===== config.mk =====
export PLATFORM = sky130hd
export DESIGN_NAME = linear_interp_resampler_top_flat
export DESIGN_NICKNAME = d
export VERILOG_FILES = /design/src/rtl/lir_pkg.sv /design/src/rtl/lir_if.sv /design/src/rtl/lir_datapath.sv /design/src/rtl/lir_ctrl.sv /design/src/rtl/linear_interp_resampler_top.sv /design/src/flat_wrapper.sv
export VERILOG_INCLUDE_DIRS = /design/src /design/src/rtl
export SDC_FILE = /design/constraint.sdc
export NUM_CORES = 1
export LEC_CHECK = 0
export ABC_AREA = 1
export BUFFER_PORTS_ARGS = -buffer_cell sky130_fd_sc_hd__buf_2
export CAP_MARGIN = 20
export CORE_ASPECT_RATIO = 1.5
export CORE_UTILIZATION = 35
export CTS_CLUSTER_DIAMETER = 80
export DETAILED_ROUTE_END_ITERATION = 6
export PLACE_DENSITY = 0.55
export SLEW_MARGIN = 10
export SYNTH_ARGS = -nofsm -noshare
export SYNTH_HDL_FRONTEND = slang
export SYNTH_SLANG_ARGS = --single-unit
export TNS_END_PERCENT = 100

===== constraint.sdc =====
create_clock -name clk -period 6.7 [get_ports clk]
set_input_delay 1.005 -clock clk [delete_from_list [all_inputs] [get_ports clk]]
set_output_delay 1.005 -clock clk [all_outputs]
set_load 0.005 [all_outputs]

===== src/rtl/linear_interp_resampler_top_assert.svh =====
// Assertion macros used by the resampler controller.
`ifndef LINEAR_INTERP_RESAMPLER_TOP_ASSERT_SVH
`define LINEAR_INTERP_RESAMPLER_TOP_ASSERT_SVH

// Same-cycle implication, checked while out of reset.
`define LIR_ASSERT_NOW(label, ante, cons, msg) \
    label: assert property (@(posedge clk) disable iff (!rst_n) (ante) |-> (cons)) \
        else $error(msg);

// Next-cycle implication, checked while out of reset.
`define LIR_ASSERT_NEXT(label, ante, cons, msg) \
    label: assert property (@(posedge clk) disable iff (!rst_n) (ante) |=> (cons)) \
        else $error(msg);

`endif


===== src/rtl/lir_pkg.sv =====
// Package for the linear interpolation resampler: constants and control structs.
`default_nettype none

package lir_pkg;

    localparam int SAMPLE_BITS_DEF   = 24;
    localparam int FRACTION_BITS_DEF = 16;
    localparam int STEP_BITS         = 21;

    // Commands from the controller to the datapath.
    typedef struct packed {
        logic load_in;
        logic mul;
        logic put_interp;
        logic put_tail;
        logic put_marker;
        logic set_last;
        logic wrap;
        logic finish;
    } lir_cmd_t;

    // Status from the datapath to the controller.
    typedef struct packed {
        logic have_prev;
        logic pos_lt_one;
        logic interp_last;
        logic tail_last;
        logic end_flag;
        logic out_free;
    } lir_sts_t;

endpackage

`default_nettype wire


===== src/rtl/lir_if.sv =====
// Request channel interfaces for the resampler input and output.
`default_nettype none

interface lir_in_if
    import lir_pkg::*;
#(
    parameter int SAMPLE_BITS = SAMPLE_BITS_DEF
);
    logic                          valid;
    logic                          ready;
    logic signed [SAMPLE_BITS-1:0] in_sample;
    logic                          block_end;

    modport source (output valid, output in_sample, output block_end, input ready);
    modport sink   (input valid, input in_sample, input block_end, output ready);
endinterface

interface lir_out_if
    import lir_pkg::*;
#(
    parameter int SAMPLE_BITS = SAMPLE_BITS_DEF
);
    logic                          valid;
    logic                          ready;
    logic signed [SAMPLE_BITS-1:0] out_sample;
    logic                          sample_valid;
    logic                          run_last;

    modport source (output valid, output out_sample, output sample_valid,
                    output run_last, input ready);
    modport sink   (input valid, input out_sample, input sample_valid,
                    input run_last, output ready);
endinterface

`default_nettype wire


===== src/rtl/lir_datapath.sv =====
// Resampler datapath: phase accumulator, interpolation multiplier and output register.
`default_nettype none

module lir_datapath
    import lir_pkg::*;
#(
    parameter int SAMPLE_BITS   = SAMPLE_BITS_DEF,
    parameter int FRACTION_BITS = FRACTION_BITS_DEF
)
(
    input  wire logic                          clk,
    input  wire logic                          rst_n,
    input  wire logic                          cfg_we,
    input  wire logic [STEP_BITS-1:0]          cfg_wdata,
    input  wire logic signed [SAMPLE_BITS-1:0] in_sample,
    input  wire logic                          block_end,
    output      logic                          out_valid,
    input  wire logic                          out_ready,
    output      logic signed [SAMPLE_BITS-1:0] out_sample,
    output      logic                          sample_valid,
    output      logic                          run_last,
    input  wire lir_cmd_t                      cmd,
    output      lir_sts_t                      sts
);

    localparam int POS_BITS  = ((FRACTION_BITS > STEP_BITS) ? FRACTION_BITS : STEP_BITS) + 2;
    localparam int PROD_BITS = SAMPLE_BITS + FRACTION_BITS + 2;
    localparam logic [POS_BITS-1:0]  ONE_POS  = POS_BITS'(1) << FRACTION_BITS;
    localparam logic [POS_BITS-1:0]  TWO_POS  = POS_BITS'(1) << (FRACTION_BITS + 1);
    localparam logic [STEP_BITS-1:0] STEP_RST = STEP_BITS'(ONE_POS);
    localparam logic [STEP_BITS-1:0] STEP_MIN = STEP_BITS'(ONE_POS >> 4);
    localparam logic signed [PROD_BITS-1:0] HALF = PROD_BITS'(1) << (FRACTION_BITS - 1);

    logic [STEP_BITS-1:0]          step_reg;
    logic signed [SAMPLE_BITS-1:0] prev_reg;
    logic signed [SAMPLE_BITS-1:0] cur_reg;
    logic signed [SAMPLE_BITS:0]   diff_reg;
    logic [POS_BITS-1:0]           pos_reg;
    logic [POS_BITS-1:0]           pos_next;
    logic                          have_reg;
    logic                          end_reg;
    logic signed [PROD_BITS-1:0]   prod_reg;
    logic                          out_valid_reg;
    logic signed [SAMPLE_BITS-1:0] out_sample_reg;
    logic                          sample_valid_reg;
    logic                          run_last_reg;

    logic [STEP_BITS-1:0]          step_eff;
    logic [POS_BITS-1:0]           pos_stepped;
    logic signed [PROD_BITS-1:0]   rnd_sum;
    logic signed [PROD_BITS-1:0]   rnd_shift;
    logic signed [SAMPLE_BITS:0]   interp_val;
    logic                          out_free;
    logic                          put_any;

    // Steps below one sixteenth of a sample are raised to that bound.
    assign step_eff    = (step_reg < STEP_MIN) ? STEP_MIN : step_reg;
    assign pos_stepped = pos_reg + POS_BITS'(step_eff);

    // x[n-1] + round((x[n] - x[n-1]) * f), ties toward plus infinity.
    assign rnd_sum    = prod_reg + HALF;
    assign rnd_shift  = rnd_sum >>> FRACTION_BITS;
    assign interp_val = {prev_reg[SAMPLE_BITS-1], prev_reg} + rnd_shift[SAMPLE_BITS:0];

    assign out_free = !out_valid_reg || out_ready;
    assign put_any  = cmd.put_interp || cmd.put_tail || cmd.put_marker;

    assign sts.have_prev   = have_reg;
    assign sts.pos_lt_one  = pos_reg < ONE_POS;
    assign sts.interp_last = end_reg && (pos_stepped >= TWO_POS);
    assign sts.tail_last   = pos_stepped >= ONE_POS;
    assign sts.end_flag    = end_reg;
    assign sts.out_free    = out_free;

    assign out_valid    = out_valid_reg;
    assign out_sample   = out_sample_reg;
    assign sample_valid = sample_valid_reg;
    assign run_last     = run_last_reg;

    always_comb
    begin
        pos_next = pos_reg;
        if (cmd.put_interp || cmd.put_tail)
        begin
            pos_next = pos_stepped;
        end
        else if (cmd.wrap && have_reg)
        begin
            pos_next = pos_reg - ONE_POS;
        end
        else if (cmd.finish)
        begin
            pos_next = '0;
        end
    end

    always_ff @(posedge clk or negedge rst_n)
    begin
        if (!rst_n)
        begin
            step_reg      <= STEP_RST;
            pos_reg       <= '0;
            have_reg      <= 1'b0;
            prev_reg      <= '0;
            end_reg       <= 1'b0;
            out_valid_reg <= 1'b0;
        end
        else
        begin
            if (cfg_we)
            begin
                step_reg <= cfg_wdata;
            end
            pos_reg <= pos_next;
            if (cmd.load_in)
            begin
                end_reg <= block_end;
            end
            if (cmd.finish)
            begin
                have_reg <= 1'b0;
                prev_reg <= '0;
            end
            else if (cmd.wrap)
            begin
                have_reg <= 1'b1;
                prev_reg <= cur_reg;
            end
            if (put_any)
            begin
                out_valid_reg <= 1'b1;
            end
            else if (out_ready)
            begin
                out_valid_reg <= 1'b0;
            end
        end
    end

    always_ff @(posedge clk)
    begin
        if (cmd.load_in)
        begin
            cur_reg  <= in_sample;
            diff_reg <= {in_sample[SAMPLE_BITS-1], in_sample}
                      - {prev_reg[SAMPLE_BITS-1], prev_reg};
        end
        if (cmd.mul)
        begin
            prod_reg <= PROD_BITS'(diff_reg * $signed({1'b0, pos_reg[FRACTION_BITS-1:0]}));
        end
        if (cmd.put_interp)
        begin
            out_sample_reg   <= interp_val[SAMPLE_BITS-1:0];
            sample_valid_reg <= 1'b1;
            run_last_reg     <= cmd.set_last;
        end
        else if (cmd.put_tail)
        begin
            out_sample_reg   <= cur_reg;
            sample_valid_reg <= 1'b1;
            run_last_reg     <= cmd.set_last;
        end
        else if (cmd.put_marker)
        begin
            out_sample_reg   <= '0;
            sample_valid_reg <= 1'b0;
            run_last_reg     <= 1'b1;
        end
    end

endmodule

`default_nettype wire


===== src/rtl/lir_ctrl.sv =====
// Resampler controller: sequences interpolated, tail and end-marker outputs per request.
`default_nettype none

`include "linear_interp_resampler_top_assert.svh"

module lir_ctrl
    import lir_pkg::*;
(
    input  wire logic     clk,
    input  wire logic     rst_n,
    input  wire logic     in_valid,
    output      logic     in_ready,
    input  wire lir_sts_t sts,
    output      lir_cmd_t cmd
);

    typedef enum logic [2:0] {
        ST_IDLE,
        ST_CHECK,
        ST_PUT,
        ST_TAIL
    } state_t;

    state_t state_reg;
    state_t state_next;
    logic   in_ready_reg;
    logic   in_ready_next;
    logic   emitted_reg;
    logic   emitted_next;

    assign in_ready = in_ready_reg;

    always_comb
    begin
        cmd           = '0;
        state_next    = state_reg;
        in_ready_next = in_ready_reg;
        emitted_next  = emitted_reg;
        unique case (state_reg)
            ST_IDLE:
            begin
                if (in_valid && in_ready_reg)
                begin
                    cmd.load_in   = 1'b1;
                    emitted_next  = 1'b0;
                    in_ready_next = 1'b0;
                    state_next    = ST_CHECK;
                end
            end
            ST_CHECK:
            begin
                if (sts.have_prev && sts.pos_lt_one)
                begin
                    cmd.mul    = 1'b1;
                    state_next = ST_PUT;
                end
                else
                begin
                    cmd.wrap = 1'b1;
                    if (sts.end_flag)
                    begin
                        state_next = ST_TAIL;
                    end
                    else
                    begin
                        in_ready_next = 1'b1;
                        state_next    = ST_IDLE;
                    end
                end
            end
            ST_PUT:
            begin
                if (sts.out_free)
                begin
                    cmd.put_interp = 1'b1;
                    cmd.set_last   = sts.interp_last;
                    emitted_next   = 1'b1;
                    state_next     = ST_CHECK;
                end
            end
            ST_TAIL:
            begin
                // Positions up to one sample past the last sample copy it.
                if (sts.pos_lt_one)
                begin
                    if (sts.out_free)
                    begin
                        cmd.put_tail = 1'b1;
                        cmd.set_last = sts.tail_last;
                        emitted_next = 1'b1;
                    end
                end
                else if (emitted_reg)
                begin
                    cmd.finish    = 1'b1;
                    in_ready_next = 1'b1;
                    state_next    = ST_IDLE;
                end
                else if (sts.out_free)
                begin
                    // The block-end request gave no sample, so a bare end marker goes out.
                    cmd.put_marker = 1'b1;
                    cmd.finish     = 1'b1;
                    in_ready_next  = 1'b1;
                    state_next     = ST_IDLE;
                end
            end
            default:
            begin
                state_next    = ST_IDLE;
                in_ready_next = 1'b1;
            end
        endcase
    end

    always_ff @(posedge clk or negedge rst_n)
    begin
        if (!rst_n)
        begin
            state_reg    <= ST_IDLE;
            in_ready_reg <= 1'b1;
            emitted_reg  <= 1'b0;
        end
        else
        begin
            state_reg    <= state_next;
            in_ready_reg <= in_ready_next;
            emitted_reg  <= emitted_next;
        end
    end

    `LIR_ASSERT_NOW(a_put_needs_room,
                    (cmd.put_interp || cmd.put_tail || cmd.put_marker), sts.out_free,
                    "output loaded while the output register is still occupied")
    `LIR_ASSERT_NOW(a_one_put, 1'b1,
                    $onehot0({cmd.put_interp, cmd.put_tail, cmd.put_marker}),
                    "more than one output load in a cycle")
    `LIR_ASSERT_NOW(a_interp_in_range, cmd.put_interp, (sts.have_prev && sts.pos_lt_one),
                    "interpolation outside the current sample interval")
    `LIR_ASSERT_NOW(a_finish_on_end, cmd.finish, sts.end_flag,
                    "block closed without an end-of-block request")
    `LIR_ASSERT_NEXT(a_busy_after_accept, (in_valid && in_ready), !in_ready,
                     "input taken again before the current request was worked off")

endmodule

`default_nettype wire


===== src/rtl/linear_interp_resampler_top.sv =====
// Top level of the linear interpolation resampler, one mono channel.
//
// Channels: sample_in carries one signed sample and a block_end flag per
// request; sample_out carries out_sample, sample_valid and run_last. Both use
// valid/ready and move a request at a clock edge where both are high.
// cfg_we with cfg_wdata writes phase_step, the output spacing in Q16 input
// samples; write it only while the block is idle.
// Each input request goes through a check of the phase; each interpolated
// output then takes a multiply into the product register and a load of
// the output register, and after a block-end request the tail outputs copy
// the last sample. The single multiplier and its product register set the
// pace of interpolated outputs, and the sequencer waits while the output
// register is occupied. The input is ready again once the sequencer has
// worked off the current request and returned to idle.
// Reset clears the phase and the held sample, empties the output register
// and sets phase_step to one sample. When the receiver stalls, the output
// register holds its result and the sequencer waits; no result is lost.
`default_nettype none

module linear_interp_resampler_top
    import lir_pkg::*;
#(
    parameter int SAMPLE_BITS   = SAMPLE_BITS_DEF,
    parameter int FRACTION_BITS = FRACTION_BITS_DEF
)
(
    input  wire logic                 clk,
    input  wire logic                 rst_n,
    input  wire logic                 cfg_we,
    input  wire logic [STEP_BITS-1:0] cfg_wdata,
    lir_in_if.sink                    sample_in,
    lir_out_if.source                 sample_out
);

    lir_cmd_t cmd;
    lir_sts_t sts;
    logic     in_ready;

    assign sample_in.ready = in_ready;

    lir_ctrl u_ctrl (
        .clk      (clk),
        .rst_n    (rst_n),
        .in_valid (sample_in.valid),
        .in_ready (in_ready),
        .sts      (sts),
        .cmd      (cmd)
    );

    lir_datapath #(
        .SAMPLE_BITS   (SAMPLE_BITS),
        .FRACTION_BITS (FRACTION_BITS)
    ) u_datapath (
        .clk          (clk),
        .rst_n        (rst_n),
        .cfg_we       (cfg_we),
        .cfg_wdata    (cfg_wdata),
        .in_sample    (sample_in.in_sample),
        .block_end    (sample_in.block_end),
        .out_valid    (sample_out.valid),
        .out_ready    (sample_out.ready),
        .out_sample   (sample_out.out_sample),
        .sample_valid (sample_out.sample_valid),
        .run_last     (sample_out.run_last),
        .cmd          (cmd),
        .sts          (sts)
    );

endmodule

`default_nettype wire


===== src/flat_wrapper.sv =====
// flat-port wrapper written by rule: the top's interface ports become plain ports
module linear_interp_resampler_top_flat import lir_pkg::*;
#(
    parameter int SAMPLE_BITS   = SAMPLE_BITS_DEF,
    parameter int FRACTION_BITS = FRACTION_BITS_DEF
)
  (clk, rst_n, cfg_we, cfg_wdata, sample_in_valid, sample_in_in_sample, sample_in_block_end, sample_in_ready, sample_out_valid, sample_out_out_sample, sample_out_sample_valid, sample_out_run_last, sample_out_ready);
  lir_in_if #(.SAMPLE_BITS(SAMPLE_BITS)) sample_in_i ();
  lir_out_if #(.SAMPLE_BITS(SAMPLE_BITS)) sample_out_i ();
  input  wire logic clk;
  input  wire logic rst_n;
  input  wire logic cfg_we;
  input  wire logic [STEP_BITS-1:0] cfg_wdata;
  input wire logic [$bits(sample_in_i.valid)-1:0] sample_in_valid;
  input wire logic [$bits(sample_in_i.in_sample)-1:0] sample_in_in_sample;
  input wire logic [$bits(sample_in_i.block_end)-1:0] sample_in_block_end;
  output wire logic [$bits(sample_in_i.ready)-1:0] sample_in_ready;
  output wire logic [$bits(sample_out_i.valid)-1:0] sample_out_valid;
  output wire logic [$bits(sample_out_i.out_sample)-1:0] sample_out_out_sample;
  output wire logic [$bits(sample_out_i.sample_valid)-1:0] sample_out_sample_valid;
  output wire logic [$bits(sample_out_i.run_last)-1:0] sample_out_run_last;
  input wire logic [$bits(sample_out_i.ready)-1:0] sample_out_ready;
  assign sample_in_i.valid = sample_in_valid;
  assign sample_in_i.in_sample = sample_in_in_sample;
  assign sample_in_i.block_end = sample_in_block_end;
  assign sample_in_ready = sample_in_i.ready;
  assign sample_out_valid = sample_out_i.valid;
  assign sample_out_out_sample = sample_out_i.out_sample;
  assign sample_out_sample_valid = sample_out_i.sample_valid;
  assign sample_out_run_last = sample_out_i.run_last;
  assign sample_out_i.ready = sample_out_ready;
  linear_interp_resampler_top #(.SAMPLE_BITS(SAMPLE_BITS), .FRACTION_BITS(FRACTION_BITS)) u_core (.clk(clk), .rst_n(rst_n), .cfg_we(cfg_we), .cfg_wdata(cfg_wdata), .sample_in(sample_in_i), .sample_out(sample_out_i));
endmodule

==> impl_metrics.json <==
{
  "dp_hpwl_um": 63600,
  "crit_path_start_kind": "flip-flop",
  "n_antenna_cell": 0,
  "dieHeight_um": 333,
  "grt_pass1_wl_um": 121000,
  "cts_buffers": 17,
  "synth.area.top_cells": "fa_1 30%, inv_1 13%, nand2_1 12%",
  "core_area_um2": 72500,
  "fmax_mhz": 157,
  "viasPerCell": 4.83,
  "io_buffers": 78,
  "avgRoutedWirePerCell_um": 17.7,
  "clock_path_buffers": 2,
  "yosys_warnings": 0,
  "cts_tree": "built",
  "hold_class": "flip-flop to flip-flop",
  "syn2layout_area_growth_pct": 9.30,
  "synthTopCellsByCount": "873 x inv_1, 828 x nand2_1, 380 x fa_1",
  "cts_root_buf": "clkbuf_16",
  "totalWireLength_um": 75900,
  "tns_ns": 0,
  "drive_above_1_share_pct": 6.56,
  "syn-num-nets": 3888,
  "synth_top_area_share_pct": 29.7,
  "r2r-start": "u_core.u_datapath.diff_reg[23]",
  "holdPathStages": 2,
  "drc": 0,
  "clk_pin_slew_worst_paths_ns": 0.09,
  "cts_htree_levels": 4,
  "die_x_um": 223,
  "ys.flop_type": "edfxtp_1",
  "cts_hold_buffers": 0,
  "grt_start_max_net_pins": 53,
  "crit_type": "flip-flop to flip-flop",
  "finalNetCount": 3939,
  "finalClockSkew_ns": 0.0158,
  "grt_pass1_vias": 22400,
  "outcome": "complete, no violations",
  "rsz0062_at_grt": "no",
  "ff2ff_setup_slack_ns": 0.32,
  "syn-cell-area_um2": 25600,
  "finalMaxSlewViolations": 0,
  "synthCells": 3291,
  "synth_seq_cells": 175,
  "critPathRequiredTime_ns": 6.93,
  "grt_usage_pct": 21.4,
  "drv_cap": 0,
  "cts_setup_buffers": 0,
  "synth-async-reset-ratio_pct": 42.9,
  "drtIter0Drc": 1024,
  "slew_headroom_pct": 36.8,
  "clock-sinks": 175,
  "r2r_end": "u_core.u_datapath.prod_reg[39]",
  "die-area_um2": 74300,
  "grt_antenna_before_repair": 1,
  "clk_latency_ns": 0.47,
  "initial_core_util_pct": 35.3,
  "min_from": "u_core.u_datapath.sample_valid",
  "fin_crit_sh_pct": 95.2,
  "setup_viol": 0,
  "fillerInstances": 7573,
  "grt_overflow_total": 0,
  "fp-row-count": 121,
  "min_to": "u_core.u_datapath.sample_valid",
  "finalHoldViolations": 0,
  "synth_edf_count": 99,
  "synth.yosys.seq_area_share_pct": 19.0,
  "avgSynthCellArea_um2": 7.78,
  "worst_r2r_path_depth": 23,
  "yosysTopAreaCell": "fa_1",
  "cp.arrival_ns": 6.61,
  "ys_types": 46,
  "fin_util_pct": 38.6,
  "antenna_left": 0,
  "ctsResizeCount": 0,
  "path_max_fanout": 15,
  "drtPass1Iterations": 5,
  "critPathCaptureType": "flip-flop",
  "io_pins": 79,
  "fin_crit_ns": 6.38,
  "num_vias": 20600,
  "place.gp.congestion": 0.914,
  "tightest_slew_ns": 0.943,
  "synth_most_common_cell": "inv_1"
}
## per-layer routing
layer,global-route usage (%),up-vias,wire length [um]
met1,22.6,10200,28500
met3,1.51,154,1970
met5,0,-,13
met2,42.4,430,42200
li1,-,9885,-
met4,9.38,2,3280
## final cells by class
cell class,count,area [um2],area share (%)
inverter,880,3300,11.8
clock inverter,15,163,0.581
clock buffer,17,425,1.52
multi-input combinational,2116,17000,60.7
tap,922,1150,4.12
sequential,175,4870,17.4
timing repair buffer,152,1090,3.91
## layout by cell type (no fill, tap or decap), types with 22 or more instances in the layout
cell type,count
fa_1,380
o22ai_1,22
inv_1,873
buf_2,77
xnor2_1,34
nand4_1,28
dfrtp_1,73
nand3_1,72
o21ai_0,122
ha_1,166
buf_4,63
edfxtp_1,99
xor2_1,57
nor2_1,165
nand2_1,828
a21oi_1,120
## stage by stage
step	hold WS (ns)	instance area, um2	worst slack (ns)	instances
floorplan	0.448	25600	0.830	3291
global placement	0.437	27400	0.291	4244
detailed placement	0.443	27400	0.303	4244
CTS	0.449	28000	0.277	4276
global route	0.480	28000	0.00408	4277
finish	0.455	28000	0.321	4277
## worst max-delay path: stages, from the launching register on
cell and delay, ns:
edfxtp_1 0.85, nand2_1 0.18, fa_1 0.58, inv_1 0.06, fa_1 0.55, inv_1 0.06, fa_1 0.50, inv_1 0.06
fa_1 0.49, fa_1 0.49, inv_1 0.05, fa_1 0.49, inv_1 0.05, ha_1 0.44, nand2_1 0.15, nor2_1 0.20
inv_1 0.10, nor2_1 0.15, inv_1 0.07, nor3_1 0.21, nand3_1 0.13, nand3_1 0.13, nand3b_1 0.11, nand2_1 0.06
## logic make-up (layout without fill, tap and decap cells)
group | after synthesis | count (layout) | synth area share [%]
fa+ha+maj | 546 | 546 | 37.8
mux | 8 | 8 | 0.352
flops | 175 | 175 | 19.0
xor+xnor | 91 | 91 | 3.11
simple gates | 1141 | 1141 | 17.9
compound gates | 330 | 330 | 7.10
buf+inv | 1000 | 1064 | 14.7
## worst max path at each step
stage | start | end | slack [ns] | depth (start not counted)
after floorplan | u_core.u_datapath.diff_reg[24] | u_core.u_datapath.prod_reg[38] | 0.83 | 22
after global placement | u_core.u_datapath.pos_reg[8] | u_core.u_datapath.prod_reg[38] | 0.29 | 21
after detailed placement | u_core.u_datapath.pos_reg[8] | u_core.u_datapath.prod_reg[38] | 0.30 | 21
after CTS | u_core.u_datapath.pos_reg[8] | u_core.u_datapath.prod_reg[38] | 0.28 | 21
after global routing | u_core.u_datapath.diff_reg[23] | u_core.u_datapath.prod_reg[39] | 0.004 | 23
final | u_core.u_datapath.diff_reg[23] | u_core.u_datapath.prod_reg[39] | 0.32 | 23
Power is left out: the tool's default activity adds up to more than one toggle a clock period on the data nets, which glitch-free logic cannot reach.
